`config.mk`:
```
export PLATFORM = sky130hd
export DESIGN_NAME = indexed_list_insert_delete_core
export DESIGN_NICKNAME = d
export VERILOG_FILES = /design/src/sv/ilid_pkg.sv /design/src/sv/ilid_ctrl.sv /design/src/sv/ilid_dp.sv /design/src/sv/indexed_list_insert_delete_core.sv
export SDC_FILE = /design/constraint.sdc
export NUM_CORES = 2
export LEC_CHECK = 0
export BUFFER_PORTS_ARGS = -buffer_cell sky130_fd_sc_hd__buf_2
export CAP_MARGIN = 10
export CORE_UTILIZATION = 40
export CTS_CLUSTER_SIZE = 16
export DETAILED_ROUTE_END_ITERATION = 7
export HOLD_SLACK_MARGIN = 0.05
export RECOVER_POWER = 50
export SLEW_MARGIN = 15
export SYNTH_ARGS = -nofsm -noshare
export SYNTH_HDL_FRONTEND = slang
export SYNTH_SLANG_ARGS = --single-unit
export TNS_END_PERCENT = 10
```
`constraint.sdc`:
```
create_clock -name clk -period 5.9 [get_ports clk]
set_input_delay 0.59 -clock clk [delete_from_list [all_inputs] [get_ports clk]]
set_output_delay 0.59 -clock clk [all_outputs]
set_load 0.02 [all_outputs]
```
`src/sv/ilid_pkg.sv`:
```
// Package with operation codes, status codes and control types for the indexed list core.
`default_nettype none
package ilid_pkg;

  localparam logic [2:0] OP_READ   = 3'd0;
  localparam logic [2:0] OP_FRONT  = 3'd1;
  localparam logic [2:0] OP_APPEND = 3'd2;
  localparam logic [2:0] OP_INSERT = 3'd3;
  localparam logic [2:0] OP_DELETE = 3'd4;

  localparam logic [1:0] ST_DONE  = 2'd0;
  localparam logic [1:0] ST_RANGE = 2'd1;
  localparam logic [1:0] ST_FULL  = 2'd2;

  localparam logic signed [31:0] MISS_VALUE = -32'sd1;

  typedef struct packed {
    logic load;
    logic exec;
  } ilid_cmd_t;

endpackage
`default_nettype wire

```
`src/sv/ilid_ctrl.sv`:
```
// Controller state machine that sequences request capture, execution and result delivery.
`default_nettype none
module ilid_ctrl (
  input  wire logic             clk,
  input  wire logic             rst_n,
  input  wire logic             in_valid,
  output logic                  in_ready,
  output logic                  out_valid,
  input  wire logic             out_ready,
  output ilid_pkg::ilid_cmd_t   cmd
);
  import ilid_pkg::*;

  localparam logic [1:0] S_IDLE = 2'd0;
  localparam logic [1:0] S_EXEC = 2'd1;
  localparam logic [1:0] S_HOLD = 2'd2;

  logic [1:0] state_r;
  logic [1:0] state_nxt;

  always_comb begin
    state_nxt = state_r;
    case (state_r)
      S_IDLE: begin
        if (in_valid) begin
          state_nxt = S_EXEC;
        end
      end
      S_EXEC: begin
        state_nxt = S_HOLD;
      end
      S_HOLD: begin
        if (out_ready) begin
          state_nxt = S_IDLE;
        end
      end
      default: begin
        state_nxt = S_IDLE;
      end
    endcase
  end

  always_ff @(posedge clk) begin
    if (!rst_n) begin
      state_r <= S_IDLE;
    end else begin
      state_r <= state_nxt;
    end
  end

  assign in_ready  = (state_r == S_IDLE);
  assign out_valid = (state_r == S_HOLD);
  assign cmd.load  = in_valid && (state_r == S_IDLE);
  assign cmd.exec  = (state_r == S_EXEC);

endmodule
`default_nettype wire

```
`src/sv/ilid_dp.sv`:
```
// Datapath with the shifting cell row, element count and result registers.
`default_nettype none
module ilid_dp #(
  parameter int CAPACITY = 16
) (
  input  wire logic                clk,
  input  wire logic                rst_n,
  input  wire ilid_pkg::ilid_cmd_t cmd,
  input  wire logic [2:0]          in_mode,
  input  wire logic [4:0]          in_index,
  input  wire logic signed [31:0]  in_data_in,
  output logic signed [31:0]       out_data_out,
  output logic                     out_hit,
  output logic [1:0]               out_status,
  output logic [4:0]               out_count_after
);
  import ilid_pkg::*;

  localparam int CNT_W = $clog2(CAPACITY + 1);
  localparam int CMP_W = (CNT_W > 5) ? CNT_W : 5;

  logic [2:0]         req_mode_r;
  logic [4:0]         req_index_r;
  logic signed [31:0] req_data_r;

  logic signed [31:0] cell_r   [CAPACITY];
  logic signed [31:0] cell_nxt [CAPACITY];
  logic [CNT_W-1:0]   count_r;
  logic [CNT_W-1:0]   count_nxt;

  logic signed [31:0] data_r;
  logic               hit_r;
  logic [1:0]         status_r;
  logic [4:0]         count_after_r;

  logic [CMP_W-1:0]   cnt_ext;
  logic [CMP_W-1:0]   idx_ext;
  logic [CMP_W-1:0]   pos;
  logic               full;
  logic               do_ins;
  logic               do_del;
  logic signed [31:0] rd_data;
  logic signed [31:0] res_data;
  logic               res_hit;
  logic [1:0]         res_status;
  logic [CMP_W-1:0]   cnt_nxt_ext;

  assign cnt_ext = CMP_W'(count_r);
  assign idx_ext = CMP_W'(req_index_r);
  assign full    = (count_r == CNT_W'(CAPACITY));

  always_comb begin
    rd_data = MISS_VALUE;
    for (int k = 0; k < CAPACITY; k++) begin
      if (CMP_W'(k) == idx_ext) begin
        rd_data = cell_r[k];
      end
    end
  end

  always_comb begin
    do_ins     = 1'b0;
    do_del     = 1'b0;
    pos        = '0;
    res_status = ST_DONE;
    res_hit    = 1'b0;
    res_data   = MISS_VALUE;
    case (req_mode_r)
      OP_READ: begin
        if (idx_ext < cnt_ext) begin
          res_hit  = 1'b1;
          res_data = rd_data;
        end else begin
          res_status = ST_RANGE;
        end
      end
      OP_FRONT: begin
        if (full) begin
          res_status = ST_FULL;
        end else begin
          do_ins = 1'b1;
        end
      end
      OP_APPEND: begin
        if (full) begin
          res_status = ST_FULL;
        end else begin
          do_ins = 1'b1;
          pos    = cnt_ext;
        end
      end
      OP_INSERT: begin
        if (idx_ext > cnt_ext) begin
          res_status = ST_RANGE;
        end else if (full) begin
          res_status = ST_FULL;
        end else begin
          do_ins = 1'b1;
          pos    = idx_ext;
        end
      end
      OP_DELETE: begin
        if (idx_ext < cnt_ext) begin
          do_del = 1'b1;
          pos    = idx_ext;
        end else begin
          res_status = ST_RANGE;
        end
      end
      default: begin
      end
    endcase
  end

  for (genvar k = 0; k < CAPACITY; k++) begin : g_cell
    always_comb begin
      cell_nxt[k] = cell_r[k];
      if (cmd.exec && do_ins) begin
        if (CMP_W'(k) == pos) begin
          cell_nxt[k] = req_data_r;
        end
        if (k > 0) begin
          if (CMP_W'(k) > pos) begin
            cell_nxt[k] = cell_r[(k > 0) ? k - 1 : 0];
          end
        end
      end else if (cmd.exec && do_del) begin
        if (k < CAPACITY - 1) begin
          if (CMP_W'(k) >= pos) begin
            cell_nxt[k] = cell_r[(k < CAPACITY - 1) ? k + 1 : k];
          end
        end
      end
    end
  end

  always_comb begin
    count_nxt = count_r;
    if (cmd.exec && do_ins) begin
      count_nxt = count_r + CNT_W'(1);
    end else if (cmd.exec && do_del) begin
      count_nxt = count_r - CNT_W'(1);
    end
  end

  assign cnt_nxt_ext = CMP_W'(count_nxt);

  always_ff @(posedge clk) begin
    if (!rst_n) begin
      count_r <= '0;
    end else begin
      count_r <= count_nxt;
    end
  end

  always_ff @(posedge clk) begin
    for (int k = 0; k < CAPACITY; k++) begin
      cell_r[k] <= cell_nxt[k];
    end
    if (cmd.load) begin
      req_mode_r  <= in_mode;
      req_index_r <= in_index;
      req_data_r  <= in_data_in;
    end
    if (cmd.exec) begin
      data_r        <= res_data;
      hit_r         <= res_hit;
      status_r      <= res_status;
      count_after_r <= cnt_nxt_ext[4:0];
    end
  end

  assign out_data_out    = data_r;
  assign out_hit         = hit_r;
  assign out_status      = status_r;
  assign out_count_after = count_after_r;

endmodule
`default_nettype wire

```
`src/sv/indexed_list_insert_delete_core.sv`:
```
// Top level of the indexed list core with insert and delete at any position.
//
//   Channel | Direction | Handshake             | Payload
//   in_     | input     | in_valid / in_ready   | in_mode, in_index, in_data_in
//   out_    | output    | out_valid / out_ready | out_data_out, out_hit, out_status,
//           |           |                       | out_count_after
//
// Each request passes through capture, execution in the cell row, and delivery.
// The cell row shifts the stored elements from the given position onward in the execution
// step, so insert and delete at any position complete within that step.
// Reset clears the element count and the controller; cell contents are not cleared.
// A stalled result holds the block until it is taken, and then the next request is accepted.
`default_nettype none
module indexed_list_insert_delete_core #(
  parameter int CAPACITY = 16
) (
  input  wire logic               clk,
  input  wire logic               rst_n,
  input  wire logic               in_valid,
  output logic                    in_ready,
  input  wire logic [2:0]         in_mode,
  input  wire logic [4:0]         in_index,
  input  wire logic signed [31:0] in_data_in,
  output logic                    out_valid,
  input  wire logic               out_ready,
  output logic signed [31:0]      out_data_out,
  output logic                    out_hit,
  output logic [1:0]              out_status,
  output logic [4:0]              out_count_after
);
  import ilid_pkg::*;

  ilid_cmd_t cmd;

  ilid_ctrl u_ctrl (
    .clk       (clk),
    .rst_n     (rst_n),
    .in_valid  (in_valid),
    .in_ready  (in_ready),
    .out_valid (out_valid),
    .out_ready (out_ready),
    .cmd       (cmd)
  );

  ilid_dp #(
    .CAPACITY (CAPACITY)
  ) u_dp (
    .clk             (clk),
    .rst_n           (rst_n),
    .cmd             (cmd),
    .in_mode         (in_mode),
    .in_index        (in_index),
    .in_data_in      (in_data_in),
    .out_data_out    (out_data_out),
    .out_hit         (out_hit),
    .out_status      (out_status),
    .out_count_after (out_count_after)
  );

endmodule
`default_nettype wire

```
==> run summary <==
CTS Hold Buffers Added: 0
combined area of all synthesized cells: 33700 um^2
leading cell types in the layout, fill and taps excluded: 592 x sky130_fd_sc_hd__edfxtp_1, 584 x sky130_fd_sc_hd__nand2_1, 244 x sky130_fd_sc_hd__nor2_1, 233 x sky130_fd_sc_hd__a21oi_1, 177 x sky130_fd_sc_hd__nand3_1
antenna violation net count after detailed routing: 0
CP required: 6.36 ns
total power after layout: 10.43 mW
Worst Hold Launch: in_data_in[8]
root cell of the clock tree: sky130_fd_sc_hd__clkbuf_16
slew at the pin closest to its max-slew limit: 3.237 ns
die boundary height: 292.3 um
core outline area: 83560 um^2
biggest cell delay along the critical path: 0.95 ns
remaining routing DRC violations: 0
Chip Width: 292.3 um
syn avg cell area: 10.07 um^2
unrepaired setup endpoints after global routing: no
fraction of the mapped netlist area in compound gates: 20.35%
number of buffers inserted by post-CTS setup repair: 0
total die area: 85420 um^2
via count of the first global-routing pass: 28400
fin crit share: 89.35%
Placer Congestion: 0.9318
class of the worst hold path: in -> reg
global route overflow: 0
CTS tree: yes
Nets: 3335
antenna cells: 0
iteration-0 DRC count of the detailed router: 5681
Initial DRT Pass Iterations: 7
starting utilization of the core area: 40.33%
Worst setup EP type: flop
unique cell type count in the Yosys netlist: 80
final worst-path setup slack: 0.6281 ns
result of the run: complete, but fails checks
startpoint kind of the worst setup timing path: flop
Tot GR Track Use: 32.37%
largest net degree at the start of global routing: 188
power per cell area: 280.4 nW/um^2
Avg Vias per Cell: 7.029
via count: 31050
maximum fanout along the worst path: 46
CTS H-Tree Depth: 3
pre-CTS setup slack: 1.274 ns
Synth Net Count: 3399
post-synthesis sequential area ratio: 53.17%
first-pass GRT wire length: 202.6 mm
number of clock buffers inserted by TritonCTS: 69
Clk pin slew, worst setup/hold paths: 0.06 ns
Post-CTS Resized: 0
CTS max path bufs: 3
post-synthesis mux area share: 6.063%
Top-Level Pins: 86
failing checks: max-capacitance violations, max-slew violations
Simple-Gate Fraction of Synth Area: 15.14%
Leak: 12.26 nW
synthesized instance count: 3347
number of storage elements in the synthesis netlist: 599
worst reg2reg startpoint: u_dp.idx_ext[4]
layout filler cell count: 7955
number of I/O port buffers: 85
combinational family with the most area after synthesis: compound AO/OA/AOI/OAI gates
worst-path cell chain: ha_1 -> nand3_1 -> o21bai_1 -> a22oi_4 -> o31ai_1 -> clkbuf_2 -> a21oi_4 -> buf_4 -> nand3_1 -> o211ai_1
clk_skew: 0.02282 ns
cell seen most often among critical-path stages: sky130_fd_sc_hd__nand3_1
total wire length: 142.4 mm
relative area change from synthesis to final layout: 10.42%
post-route minimum period: 5.272 ns
leading cell type in the layout, fill and taps excluded: sky130_fd_sc_hd__edfxtp_1
IR drop worst, VDD: 0.1875 mV
fraction of synthesized cell area in xor and xnor cells: 0.1040%
slowest cell on the critical path: sky130_fd_sc_hd__a21oi_4
clock latency on the worst-skew pair: 0.63 ns
count of maximum capacitance violations: 10
dominant synthesized flop cell: sky130_fd_sc_hd__edfxtp_1
Adder-Cell Fraction of Synth Area: 0.2970%
WL/cell: 32.24 um
Max transition margin: -115.8%
Total Neg Setup Slack: 0 ns
category of the critical setup timing path: reg -> reg
yosys warns: 0
number of pins with negative max-slew slack in the final report: 372
signal arrival time at the worst endpoint: 5.73 ns
Site Rows: 106
post-synthesis async set-or-reset flop share: 0%
final setup vio count: 0
maximum achievable frequency: 0.1897 GHz
number of antenna violations at the first check in global routing: 1
CP Launch Point: u_dp.idx_ext[4]
Clock Sinks: 599
Post-synth EDFFs: 592
Hold Violations, Final: 0
hpwl dp: 85.16 mm
share of final-layout standard cells stronger than drive strength 1: 9.679%
[power by group]
part	switching, mW	internal (mW)
sequential	0.176	4.84
clock	1.88	2.38
combinational	0.822	0.331
total	2.88	7.55
[cells in the mapped netlist (all sizes together) (50+ instances only)]
cell type    n  area, um^2
o21ai      167       839.6
edfxtp     592       17780
o221ai      98       858.3
nand2      586        2205
nor3        50       271.5
nor2       250       943.4
mux2i       86       860.8
a21oi      247        1266
buf        134       711.9
a31oi       71       444.2
o211ai     133       998.5
clkbuf     200       752.0
o22ai       92       575.6
nand3      178       895.9
[per-layer routing]
layer | track usage [%] | vias to the layer above | share of wire, %
met3 | 10.78 | 494 | 16
met2 | 46.27 | 2859 | 42
met1 | 44.33 | 14990 | 38
li1 | - | 12700 | -
met4 | 14.57 | 2 | 5.0
met5 | 0 | - | 0.012
[state kept, by name, summed over array words and instances, names as in the netlist]
register              cells
u_dp.cell_r             512
u_dp.out_data_out        32
u_dp.req_data_r          32
u_dp.cnt_ext              5
u_dp.idx_ext              5
u_dp.out_count_after      5
u_dp.req_mode_r           3
u_ctrl.state_r            2
u_dp.out_status           2
u_dp.out_hit              1
[path summary, 6_finish.rpt]
kind,endpoint,slack (ns),depth (start not counted)
setup / recovery,u_dp.cell_r[3][9],0.63,10
hold / removal,u_dp.req_data_r[8],0.13,1
setup reg to reg,u_dp.cell_r[3][9],0.63,10
hold reg to reg,u_dp.cell_r[0][9],0.58,2
[cell type report]
cell class	instances	area [um^2]	share of cell area [%]
inverter	48	180.2	0.4842
timing repair buffer	199	1303	3.500
multi-input combinational	2366	14320	38.48
sequential	599	17920	48.15
clock buffer	90	1869	5.023
clock inverter	35	272.8	0.7330
tap	1080	1351	3.631
[worst max-delay path: cells and delay by family, from the launching register on]
kind / cells / cell delay (ns)
compound gates: 5 / 2.15
buf+inv: 2 / 1.57
flops: 1 / 0.63
fa+ha+maj: 1 / 0.44
simple gates: 2 / 0.26
[kinds of logic (layout without fill, tap and decap cells)]
logic type,after synthesis,count (layout)
simple gates,1184,1184
compound gates,1012,1012
mux,158,158
buf+inv,382,372
xor+xnor,4,4
fa+ha+maj,8,8
flops,599,599
[stage by stage]
stage | hold WS [ns] | instances | instance area (um^2) | utilization, %
floorplan | 0.5360 | 3347 | 33700 | -
global placement | 0.5542 | 4292 | 35280 | 42.22
detailed placement | 0.5696 | 4292 | 35280 | 42.22
CTS | 0.1093 | 4417 | 37420 | 44.78
global route | 0.1202 | 4417 | 37210 | 44.54
finish | 0.1312 | 4417 | 37210 | 44.54
Power figures use the tool's default switching activity.
